--- config.mk ---
export PLATFORM = sky130hd
export DESIGN_NAME = pointer_edge_wrap_mapper
export DESIGN_NICKNAME = d
export VERILOG_FILES = /design/src/rtl/core/pewm_pkg.sv /design/src/rtl/core/pewm_cell.sv /design/src/rtl/core/pewm_wrap.sv /design/src/rtl/core/pointer_edge_wrap_mapper.sv
export SDC_FILE = /design/constraint.sdc
export NUM_CORES = 2
export LEC_CHECK = 0
export BUFFER_PORTS_ARGS = -buffer_cell sky130_fd_sc_hd__buf_2
export CAP_MARGIN = 25
export CORE_UTILIZATION = 55
export CTS_CLUSTER_SIZE = 40
export DETAILED_ROUTE_END_ITERATION = 8
export GPL_TIMING_DRIVEN = 0
export PLACE_DENSITY = 0.72
export SYNTH_ARGS = -nofsm -noshare
export SYNTH_HDL_FRONTEND = slang
export SYNTH_SLANG_ARGS = --single-unit
--- constraint.sdc ---
create_clock -name clock -period 9.8 [get_ports clock]
set_clock_uncertainty 0.2 [all_clocks]
set_input_delay 0 -clock clock [delete_from_list [all_inputs] [get_ports clock]]
set_output_delay 0 -clock clock [all_outputs]
set_load 0.005 [all_outputs]
--- src/rtl/core/pewm_pkg.sv ---
// Shared types and constants for the pointer edge wrap mapper.
// No dependencies; imported by every module in rtl/core.
`timescale 1ns / 1ps

package pewm_pkg;

   // Fixed port widths
   localparam int OUT_W      = 16;
   localparam int SLOT_W     = 3;
   localparam int COUNT_W    = 4;
   localparam int CSR_ADDR_W = 4;
   localparam int CSR_DATA_W = 32;

   // Command opcodes
   typedef enum logic {
      OP_LOAD  = 1'b0,
      OP_QUERY = 1'b1
   } opcode_type;

   // Configuration register indexes (byte address / 4)
   typedef enum logic [1:0] {
      CSR_MONITOR_COUNT = 2'd0,
      CSR_WRAP_H        = 2'd1,
      CSR_WRAP_V        = 2'd2
   } csr_index_type;

   // Query token control travelling down the cell chain
   typedef struct packed {
      logic valid;     // a query occupies this stage
      logic row_hit;   // some monitor covers the query row
      logic col_hit;   // some monitor covers the query column
   } pewm_tok_type;

endpackage

--- src/rtl/core/pewm_cell.sv ---
// One cell of the monitor chain: holds one rectangle and folds it into the
// row and column edge reductions of the query passing through.
// Depends on pewm_pkg.
`timescale 1ns / 1ps

module pewm_cell
   import pewm_pkg::*;
#(
   parameter int COORD_W = 16
) (
   input  logic               clock,
   input  logic               reset,
   // rectangle load
   input  logic               load_en,
   input  logic [COORD_W-1:0] load_left,
   input  logic [COORD_W-1:0] load_top,
   input  logic [COORD_W-1:0] load_right,
   input  logic [COORD_W-1:0] load_bottom,
   // slot takes part in queries
   input  logic               active,
   // query from upstream neighbor
   input  pewm_tok_type       up_tok,
   input  logic [COORD_W-1:0] up_x,
   input  logic [COORD_W-1:0] up_y,
   input  logic [COORD_W-1:0] up_row_lo,
   input  logic [COORD_W-1:0] up_row_hi,
   input  logic [COORD_W-1:0] up_col_lo,
   input  logic [COORD_W-1:0] up_col_hi,
   // query to downstream neighbor
   output pewm_tok_type       dn_tok,
   output logic [COORD_W-1:0] dn_x,
   output logic [COORD_W-1:0] dn_y,
   output logic [COORD_W-1:0] dn_row_lo,
   output logic [COORD_W-1:0] dn_row_hi,
   output logic [COORD_W-1:0] dn_col_lo,
   output logic [COORD_W-1:0] dn_col_hi
);

   logic [COORD_W-1:0] left_ff, top_ff, right_ff, bottom_ff;
   pewm_tok_type       tok_ff, tok_in;
   logic [COORD_W-1:0] x_ff, y_ff;
   logic [COORD_W-1:0] row_lo_ff, row_lo_in, row_hi_ff, row_hi_in;
   logic [COORD_W-1:0] col_lo_ff, col_lo_in, col_hi_ff, col_hi_in;
   logic               row_cov, col_cov;

   // Rectangle storage
   always_ff @(posedge clock) begin
      if (load_en) begin
         left_ff   <= load_left;
         top_ff    <= load_top;
         right_ff  <= load_right;
         bottom_ff <= load_bottom;
      end
   end

   // Coverage of the query row and column by this rectangle
   assign row_cov = active && (up_y >= top_ff) && (up_y < bottom_ff);
   assign col_cov = active && (up_x >= left_ff) && (up_x < right_ff);

   // Fold this rectangle into the running min / max edges
   always_comb begin
      tok_in         = up_tok;
      tok_in.row_hit = up_tok.row_hit | row_cov;
      tok_in.col_hit = up_tok.col_hit | col_cov;

      row_lo_in = up_row_lo;
      row_hi_in = up_row_hi;
      if (row_cov && (!up_tok.row_hit || left_ff < up_row_lo)) begin
         row_lo_in = left_ff;
      end
      if (row_cov && (!up_tok.row_hit || right_ff > up_row_hi)) begin
         row_hi_in = right_ff;
      end

      col_lo_in = up_col_lo;
      col_hi_in = up_col_hi;
      if (col_cov && (!up_tok.col_hit || top_ff < up_col_lo)) begin
         col_lo_in = top_ff;
      end
      if (col_cov && (!up_tok.col_hit || bottom_ff > up_col_hi)) begin
         col_hi_in = bottom_ff;
      end
   end

   // Token control
   always_ff @(posedge clock) begin
      if (reset) begin
         tok_ff <= '0;
      end else begin
         tok_ff <= tok_in;
      end
   end

   // Token payload
   always_ff @(posedge clock) begin
      x_ff      <= up_x;
      y_ff      <= up_y;
      row_lo_ff <= row_lo_in;
      row_hi_ff <= row_hi_in;
      col_lo_ff <= col_lo_in;
      col_hi_ff <= col_hi_in;
   end

   assign dn_tok    = tok_ff;
   assign dn_x      = x_ff;
   assign dn_y      = y_ff;
   assign dn_row_lo = row_lo_ff;
   assign dn_row_hi = row_hi_ff;
   assign dn_col_lo = col_lo_ff;
   assign dn_col_hi = col_hi_ff;

endmodule

--- src/rtl/core/pewm_wrap.sv ---
// Tail of the chain: compares the pointer against the reduced edges,
// applies wrapping and registers the result strobe.
// Depends on pewm_pkg.
`timescale 1ns / 1ps

module pewm_wrap
   import pewm_pkg::*;
#(
   parameter int COORD_W = 16
) (
   input  logic               clock,
   input  logic               reset,
   input  logic               wrap_h,
   input  logic               wrap_v,
   input  pewm_tok_type       tok,
   input  logic [COORD_W-1:0] x,
   input  logic [COORD_W-1:0] y,
   input  logic [COORD_W-1:0] row_lo,
   input  logic [COORD_W-1:0] row_hi,
   input  logic [COORD_W-1:0] col_lo,
   input  logic [COORD_W-1:0] col_hi,
   output logic               strobe,
   output logic [OUT_W-1:0]   mapped_x,
   output logic [OUT_W-1:0]   mapped_y,
   output logic [1:0]         wrap_count
);

   logic               strobe_ff;
   logic [OUT_W-1:0]   mapped_x_ff, mapped_x_in, mapped_y_ff, mapped_y_in;
   logic [1:0]         wrap_count_ff, wrap_count_in;
   logic [COORD_W-1:0] row_edge, col_edge, nx, ny;
   logic               hwrap, vwrap;

   // Right / bottom edge is the exclusive end minus one; an end of zero
   // wraps to all ones, so the compare below skips the edge for a zero end.
   assign row_edge = row_hi - COORD_W'(1);
   assign col_edge = col_hi - COORD_W'(1);

   always_comb begin
      nx    = x;
      ny    = y;
      hwrap = 1'b0;
      vwrap = 1'b0;
      if (wrap_h && tok.row_hit) begin
         if (x == row_lo) begin
            nx    = row_edge;
            hwrap = 1'b1;
         end else if ((row_hi != '0) && (x == row_edge)) begin
            nx    = row_lo;
            hwrap = 1'b1;
         end
      end
      if (wrap_v && tok.col_hit) begin
         if (y == col_lo) begin
            ny    = col_edge;
            vwrap = 1'b1;
         end else if ((col_hi != '0) && (y == col_edge)) begin
            ny    = col_lo;
            vwrap = 1'b1;
         end
      end
      mapped_x_in   = OUT_W'(nx);
      mapped_y_in   = OUT_W'(ny);
      wrap_count_in = {1'b0, hwrap} + {1'b0, vwrap};
   end

   // Result strobe
   always_ff @(posedge clock) begin
      if (reset) begin
         strobe_ff <= 1'b0;
      end else begin
         strobe_ff <= tok.valid;
      end
   end

   // Result payload
   always_ff @(posedge clock) begin
      mapped_x_ff   <= mapped_x_in;
      mapped_y_ff   <= mapped_y_in;
      wrap_count_ff <= wrap_count_in;
   end

   assign strobe     = strobe_ff;
   assign mapped_x   = mapped_x_ff;
   assign mapped_y   = mapped_y_ff;
   assign wrap_count = wrap_count_ff;

endmodule

--- src/rtl/core/pointer_edge_wrap_mapper.sv ---
// Top level of the pointer edge wrap mapper: command port, register file,
// the monitor cell chain and the wrap unit.
// Depends on pewm_pkg, pewm_cell and pewm_wrap.
`timescale 1ns / 1ps

// A load transaction (opcode 0) writes one monitor slot and produces no
// result; busy stays low, so the next transaction can start in the
// following cycle. A query transaction (opcode 1) walks a chain of
// MONITOR_SLOTS cells, one cell per clock, and then the wrap unit; its
// result is on the rsp_ ports, marked by rsp_strobe, for one cycle, after
// the cell registers and the wrap unit's result register. busy rises in
// the cycle after the query starts and stays high until the strobe cycle
// ends, so no new transaction is accepted before the last result is out.
// The result cannot be held off and must be taken in its strobe cycle.
// The user must write registers over the APB port only while no query
// is in flight; the block itself does not enforce this.
module pointer_edge_wrap_mapper
   import pewm_pkg::*;
#(
   parameter int MONITOR_SLOTS = 8,
   parameter int COORD_BITS    = 16
) (
   input  logic                  clock,
   input  logic                  reset,
   // command channel
   input  logic                  start,
   output logic                  busy,
   input  logic                  req_opcode,
   input  logic [SLOT_W-1:0]     req_slot,
   input  logic [15:0]           req_rect_left,
   input  logic [15:0]           req_rect_top,
   input  logic [15:0]           req_rect_right,
   input  logic [15:0]           req_rect_bottom,
   input  logic [15:0]           req_pointer_x,
   input  logic [15:0]           req_pointer_y,
   // result channel
   output logic                  rsp_strobe,
   output logic [OUT_W-1:0]      rsp_mapped_x,
   output logic [OUT_W-1:0]      rsp_mapped_y,
   output logic [1:0]            rsp_wrap_count,
   // configuration port
   input  logic                  psel,
   input  logic                  penable,
   input  logic                  pwrite,
   input  logic [CSR_ADDR_W-1:0] paddr,
   input  logic [CSR_DATA_W-1:0] pwdata,
   output logic [CSR_DATA_W-1:0] prdata,
   output logic                  pready
);

   localparam int CW = COORD_BITS;

   logic               accept, load_go, query_go;
   logic               busy_ff, busy_in;
   logic [COUNT_W-1:0] monitor_count_ff;
   logic               wrap_h_ff, wrap_v_ff;
   logic               csr_write;
   logic [1:0]         csr_index;
   logic [CW-1:0]      ld_left, ld_top, ld_right, ld_bottom;

   pewm_tok_type  tok_chain    [MONITOR_SLOTS+1];
   logic [CW-1:0] x_chain      [MONITOR_SLOTS+1];
   logic [CW-1:0] y_chain      [MONITOR_SLOTS+1];
   logic [CW-1:0] row_lo_chain [MONITOR_SLOTS+1];
   logic [CW-1:0] row_hi_chain [MONITOR_SLOTS+1];
   logic [CW-1:0] col_lo_chain [MONITOR_SLOTS+1];
   logic [CW-1:0] col_hi_chain [MONITOR_SLOTS+1];

   // Command handshake
   assign accept   = start && !busy_ff;
   assign load_go  = accept && (req_opcode == OP_LOAD);
   assign query_go = accept && (req_opcode == OP_QUERY);

   // Busy from query start through the result strobe
   always_comb begin
      busy_in = busy_ff;
      if (query_go) begin
         busy_in = 1'b1;
      end else if (rsp_strobe) begin
         busy_in = 1'b0;
      end
   end

   always_ff @(posedge clock) begin
      if (reset) begin
         busy_ff <= 1'b0;
      end else begin
         busy_ff <= busy_in;
      end
   end

   assign busy = busy_ff;

   // Configuration registers
   assign pready    = 1'b1;
   assign csr_write = psel && penable && pwrite;
   assign csr_index = paddr[3:2];

   always_ff @(posedge clock) begin
      if (reset) begin
         monitor_count_ff <= '0;
         wrap_h_ff        <= 1'b1;
         wrap_v_ff        <= 1'b1;
      end else if (csr_write) begin
         unique case (csr_index)
            CSR_MONITOR_COUNT: monitor_count_ff <= pwdata[COUNT_W-1:0];
            CSR_WRAP_H:        wrap_h_ff        <= pwdata[0];
            CSR_WRAP_V:        wrap_v_ff        <= pwdata[0];
            default: ;
         endcase
      end
   end

   always_comb begin
      unique case (csr_index)
         CSR_MONITOR_COUNT: prdata = CSR_DATA_W'(monitor_count_ff);
         CSR_WRAP_H:        prdata = CSR_DATA_W'(wrap_h_ff);
         CSR_WRAP_V:        prdata = CSR_DATA_W'(wrap_v_ff);
         default:           prdata = '0;
      endcase
   end

   // Coordinates cast to the internal width
   assign ld_left   = CW'(req_rect_left);
   assign ld_top    = CW'(req_rect_top);
   assign ld_right  = CW'(req_rect_right);
   assign ld_bottom = CW'(req_rect_bottom);

   // Head of the chain: a fresh query with no coverage yet
   assign tok_chain[0]    = '{valid: query_go, row_hit: 1'b0, col_hit: 1'b0};
   assign x_chain[0]      = CW'(req_pointer_x);
   assign y_chain[0]      = CW'(req_pointer_y);
   assign row_lo_chain[0] = '0;
   assign row_hi_chain[0] = '0;
   assign col_lo_chain[0] = '0;
   assign col_hi_chain[0] = '0;

   // Monitor cell chain
   for (genvar i = 0; i < MONITOR_SLOTS; i++) begin : g_cell
      logic cell_load, cell_active;

      assign cell_load   = load_go && (32'(req_slot) == 32'(i));
      assign cell_active = 32'(monitor_count_ff) > 32'(i);

      pewm_cell #(
         .COORD_W (CW)
      ) u_cell (
         .clock       (clock),
         .reset       (reset),
         .load_en     (cell_load),
         .load_left   (ld_left),
         .load_top    (ld_top),
         .load_right  (ld_right),
         .load_bottom (ld_bottom),
         .active      (cell_active),
         .up_tok      (tok_chain[i]),
         .up_x        (x_chain[i]),
         .up_y        (y_chain[i]),
         .up_row_lo   (row_lo_chain[i]),
         .up_row_hi   (row_hi_chain[i]),
         .up_col_lo   (col_lo_chain[i]),
         .up_col_hi   (col_hi_chain[i]),
         .dn_tok      (tok_chain[i+1]),
         .dn_x        (x_chain[i+1]),
         .dn_y        (y_chain[i+1]),
         .dn_row_lo   (row_lo_chain[i+1]),
         .dn_row_hi   (row_hi_chain[i+1]),
         .dn_col_lo   (col_lo_chain[i+1]),
         .dn_col_hi   (col_hi_chain[i+1])
      );
   end

   // Edge compare and result register
   pewm_wrap #(
      .COORD_W (CW)
   ) u_wrap (
      .clock      (clock),
      .reset      (reset),
      .wrap_h     (wrap_h_ff),
      .wrap_v     (wrap_v_ff),
      .tok        (tok_chain[MONITOR_SLOTS]),
      .x          (x_chain[MONITOR_SLOTS]),
      .y          (y_chain[MONITOR_SLOTS]),
      .row_lo     (row_lo_chain[MONITOR_SLOTS]),
      .row_hi     (row_hi_chain[MONITOR_SLOTS]),
      .col_lo     (col_lo_chain[MONITOR_SLOTS]),
      .col_hi     (col_hi_chain[MONITOR_SLOTS]),
      .strobe     (rsp_strobe),
      .mapped_x   (rsp_mapped_x),
      .mapped_y   (rsp_mapped_y),
      .wrap_count (rsp_wrap_count)
   );

endmodule
==> metrics.txt <==
# TYPE chip_impl_metric gauge
chip_impl_metric{name="final_min_period_over_clock_period",unit=""} 0.4584
chip_impl_metric{name="vias_per_cell",unit=""} 5.413
chip_impl_metric{name="worst-slew-pin-transition",unit="ns"} 1.123
chip_impl_metric{name="final.setup.tns",unit="ns"} 0
chip_impl_metric{name="grt_max_degree",unit=""} 34
chip_impl_metric{name="critPathRequiredTime",unit="ns"} 10.22
chip_impl_metric{name="postRouteWirelength",unit="um"} 158900
chip_impl_metric{name="clk_pin_slew",unit="ns"} 0.07
chip_impl_metric{name="worstPathArrival",unit="ns"} 4.91
chip_impl_info{name="ctsRootBufferMaster",value="clkbuf_16"} 1
chip_impl_metric{name="post-place-ws",unit="ns"} 5.175
chip_impl_info{name="failed_checks",value="DRC"} 1
chip_impl_metric{name="final.setup.worst_slack",unit="ns"} 5.308
chip_impl_metric{name="top_level_pins",unit=""} 211
chip_impl_metric{name="route.met2.wl",unit="um"} 71450
chip_impl_metric{name="syn_avg_cell_area",unit="um^2"} 11.34
chip_impl_metric{name="cpPeakStageDelay",unit="ns"} 0.72
chip_impl_metric{name="floorplan.die.width",unit="um"} 342.2
chip_impl_info{name="start_kind",value="flip-flop"} 1
chip_impl_metric{name="grt_overflow",unit=""} 0
chip_impl_info{name="synth_top_cell_by_area",value="dfxtp_1"} 1
chip_impl_info{name="timing.critical_path.max_delay_family",value="buffers and inverters"} 1
chip_impl_metric{name="cts_htree_levels",unit=""} 4
chip_impl_metric{name="synth_top_cell_area_share",unit=""} 0.2623
chip_impl_info{name="critical-path-top-cell-by-count",value="clkbuf_1"} 1
chip_impl_metric{name="max-cap-violations",unit=""} 0
chip_impl_info{name="worstPathCellList",value="clkbuf_1 -> a31oi_1 -> nor2_1 -> o211ai_1 -> nor3_1 -> and3_1 -> clkbuf_1 -> clkbuf_1 -> mux2i_1"} 1
chip_impl_metric{name="count_of_warnings_emitted_by_yosys",unit=""} 0
chip_impl_info{name="worst_setup_end_kind",value="flip-flop"} 1
chip_impl_metric{name="drc",unit=""} 76
chip_impl_metric{name="final_net_count",unit=""} 7272
chip_impl_info{name="cts_tree",value="yes"} 1
chip_impl_metric{name="via_count_of_the_first_global_routing_pass",unit=""} 43950
chip_impl_metric{name="powerDensity",unit="nW/um^2"} 167.1
chip_impl_info{name="run_status",value="finished with violations"} 1
chip_impl_metric{name="hold_viol_final",unit=""} 0
chip_impl_metric{name="r2r_slack",unit="ns"} 5.31
chip_impl_metric{name="wl_met1",unit="um"} 72780
chip_impl_info{name="yosys.cell_count.top_type",value="inv_1"} 1
chip_impl_metric{name="drt_first_pass_iters",unit=""} 7
chip_impl_metric{name="rows",unit=""} 124
chip_impl_metric{name="count_of_placed_standard_cells_in_the_final_layout_fillers_left_out",unit=""} 7826
chip_impl_metric{name="setup-violations-final",unit=""} 0
chip_impl_metric{name="netlist_instances",unit=""} 5614
chip_impl_info{name="rsz0062_at_grt",value="false"} 1
chip_impl_metric{name="core_area",unit="um^2"} 114500
chip_impl_metric{name="detailed_place_hpwl",unit="um"} 122700
chip_impl_metric{name="fillCellCount",unit=""} 8883
chip_impl_info{name="synth_ff_type",value="dfxtp_1"} 1
chip_impl_metric{name="growth_of_design_area_from_synthesis_to_finish",unit="%"} 16.39
chip_impl_metric{name="worst_ir_drop_vdd",unit="V"} 0.0001620
chip_impl_metric{name="dieHeight",unit="um"} 342.2
chip_impl_metric{name="critPathBufInv",unit=""} 3
chip_impl_metric{name="cts_buffer_depth",unit=""} 3
chip_impl_metric{name="placedCellCount",unit=""} 7339
chip_impl_metric{name="routabilityCongestion",unit=""} 0.9182
chip_impl_metric{name="detail-route-antenna-nets",unit=""} 0
chip_impl_metric{name="ys_async_sr_fraction",unit=""} 0
chip_impl_info{name="topRoutingLayerUsed",value="met5"} 1
chip_impl_metric{name="fp.dieArea",unit="um^2"} 117100
chip_impl_metric{name="post_synthesis_sequential_area_ratio",unit=""} 0.5039
chip_impl_metric{name="initial_utilization",unit=""} 0.5558
chip_impl_metric{name="numCtsBuffers",unit=""} 142
chip_impl_info{name="hold_path.class",value="input pin to flip-flop"} 1
chip_impl_info{name="ys_top_cells_by_count",value="inv_1, ha_1, dfxtp_1"} 1
chip_impl_metric{name="worst_slew_margin_rel",unit=""} 0.2319
chip_impl_metric{name="antenna_found_initial",unit=""} 12
chip_impl_metric{name="drive_gt1_frac",unit=""} 0.08605
chip_impl_metric{name="port_buffers",unit=""} 151
chip_impl_metric{name="met3RoutedLength",unit="um"} 8552
chip_impl_metric{name="clock_insertion_delay_worst_skew",unit="ns"} 0.75
chip_impl_metric{name="ys_types",unit=""} 77
chip_impl_metric{name="worstPathMaxFanout",unit=""} 10
chip_impl_info{name="most_area_consuming_cells_after_synthesis",value="dfxtp_1, edfxtp_1, ha_1"} 1
chip_impl_metric{name="cts_num_sinks",unit=""} 1346
chip_impl_metric{name="synth-edff-count",unit=""} 512
chip_impl_metric{name="drtIter0Drc",unit=""} 2793
chip_impl_metric{name="maxClockFrequency",unit="GHz"} 0.2226
chip_impl_info{name="critical_path.slowest_cell",value="clkbuf_1"} 1
chip_impl_metric{name="grt_first_pass_wirelength",unit="um"} 243100
chip_impl_metric{name="maxSlewViolCount",unit=""} 0
chip_impl_metric{name="grt_use_total",unit=""} 0.2731
chip_impl_info{name="path_class",value="flip-flop to flip-flop"} 1
chip_impl_metric{name="route.detailed.wl_per_inst",unit="um"} 20.30
chip_impl_metric{name="detailroute.via_count",unit=""} 42360
chip_impl_metric{name="period_needed",unit="ns"} 4.492
chip_impl_metric{name="postCtsSetupRepairBufs",unit=""} 0
chip_impl_metric{name="ys_seq_elements",unit=""} 1346
chip_impl_metric{name="synth_area",unit="um^2"} 63640
chip_impl_metric{name="p_leak",unit="nW"} 32.92
[worst reg2reg max path: cells and delay by family (launching register included)]
family,cells,cell delay [ns]
buffers and inverters,3,1.86
and+or+nand+nor,3,1.15
AOI/OAI and AO/OA,2,0.52
muxes,1,0.36
DFF,1,0.30
[stage by stage]
stage,power [W],utilization,hold WS (ns),cell area [um^2]
floorplan,0.006572,-,-0.1723,63740
global placement,0.006844,0.5798,-0.07336,66390
detailed placement,0.006877,0.5849,-0.06783,66970
CTS,0.01244,0.6469,0.001119,74070
global route,0.01278,0.6469,0.02281,74070
finish,0.01238,0.6470,0.03086,74080
[report_power, final]
part | switching, W | internal (W) | total (W)
clock | 0.00218 | 0.00335 | 0.00553
combinational | 0.000464 | 0.000352 | 0.000816
sequential | 0.0000997 | 0.00594 | 0.00604
[sequential cells by signal, indices dropped and copies added (netlist names)]
register                 count
g_cell.u_cell.right_ff     128
g_cell.u_cell.dn_tok        24
g_cell.u_cell.dn_col_lo    128
monitor_count_ff             4
u_wrap.wrap_count            2
g_cell.u_cell.dn_row_hi    128
g_cell.u_cell.dn_row_lo    128
u_wrap.mapped_x             16
wrap_v_ff                    1
u_wrap.strobe                1
g_cell.u_cell.left_ff      128
g_cell.u_cell.dn_x         128
busy                         1
g_cell.u_cell.dn_col_hi    128
g_cell.u_cell.dn_y         128
g_cell.u_cell.bottom_ff    128
g_cell.u_cell.top_ff       128
wrap_h_ff                    1
u_wrap.mapped_y             16
[layer usage]
metal / GRT usage / vias to the layer above
li1: - / 20910
met4: 0.1107 / 4
met5: 0 / -
met3: 0.03590 / 329
met1: 0.3721 / 19980
met2: 0.4395 / 1136
[logic make-up after synthesis]
family | after synthesis | synth area share
AOI/OAI and AO/OA | 886 | 0.09256
xor gates and xnor gates | 90 | 0.01294
adders and majority gates | 935 | 0.1838
buffers and inverters | 1074 | 0.06580
DFF | 1346 | 0.5039
muxes | 456 | 0.07229
other | 2 | 0.0001180
and+or+nand+nor | 825 | 0.06857
[what timing repair did]
item,in CTS,in global routing
hold buffers,224,0
hold endpoints to repair,1036,0
resized for setup,0,0
[path summary, 6_finish.rpt]
| check | from | end | cells past startpoint |
|---|---|---|---|
| min reg2reg | g_cell[6].u_cell.dn_x[0] | g_cell[7].u_cell.dn_x[0] | 0 |
| min | req_rect_right[13] | g_cell[0].u_cell.right_ff[13] | 2 |
| max reg2reg | monitor_count_ff[2] | g_cell[6].u_cell.dn_row_hi[14] | 9 |
| max | monitor_count_ff[2] | g_cell[6].u_cell.dn_row_hi[14] | 9 |
[placed cells by master (no fill, tap or decap), drive strengths merged, types with 15 or more instances in the layout]
cell           n
mux2i        427
nor2b         46
a2111oi       28
xor2          37
and2          43
a21o         180
inv          963
a211oi        75
nand2b        46
nand4        121
o22ai         15
o211ai        33
conb          29
nor3         113
dlygate4sd3  224
clkbuf       271
nor2         144
ha           935
buf          240
a21oi        223
o21ai        187
nand3         80
mux2          29
o221a         18
edfxtp       512
o21a          18
nand2        132
clkinv        31
xnor2         51
nor4          35
dfxtp        834
[layout make-up]
class	instances	area, um^2	area share
Tap cell	1512	1892	0.02554
Buffer	113	579.3	0.007820
Inverter	961	3608	0.04871
Clock inverter	47	636.9	0.008597
Timing Repair Buffer	410	3500	0.04724
Sequential cell	1346	32070	0.4329
Multi-Input combinational cell	3221	27560	0.3721
Clock buffer	212	4218	0.05694
Antenna cell	4	10.01	0.0001351
Power figures use the tool's default switching activity.
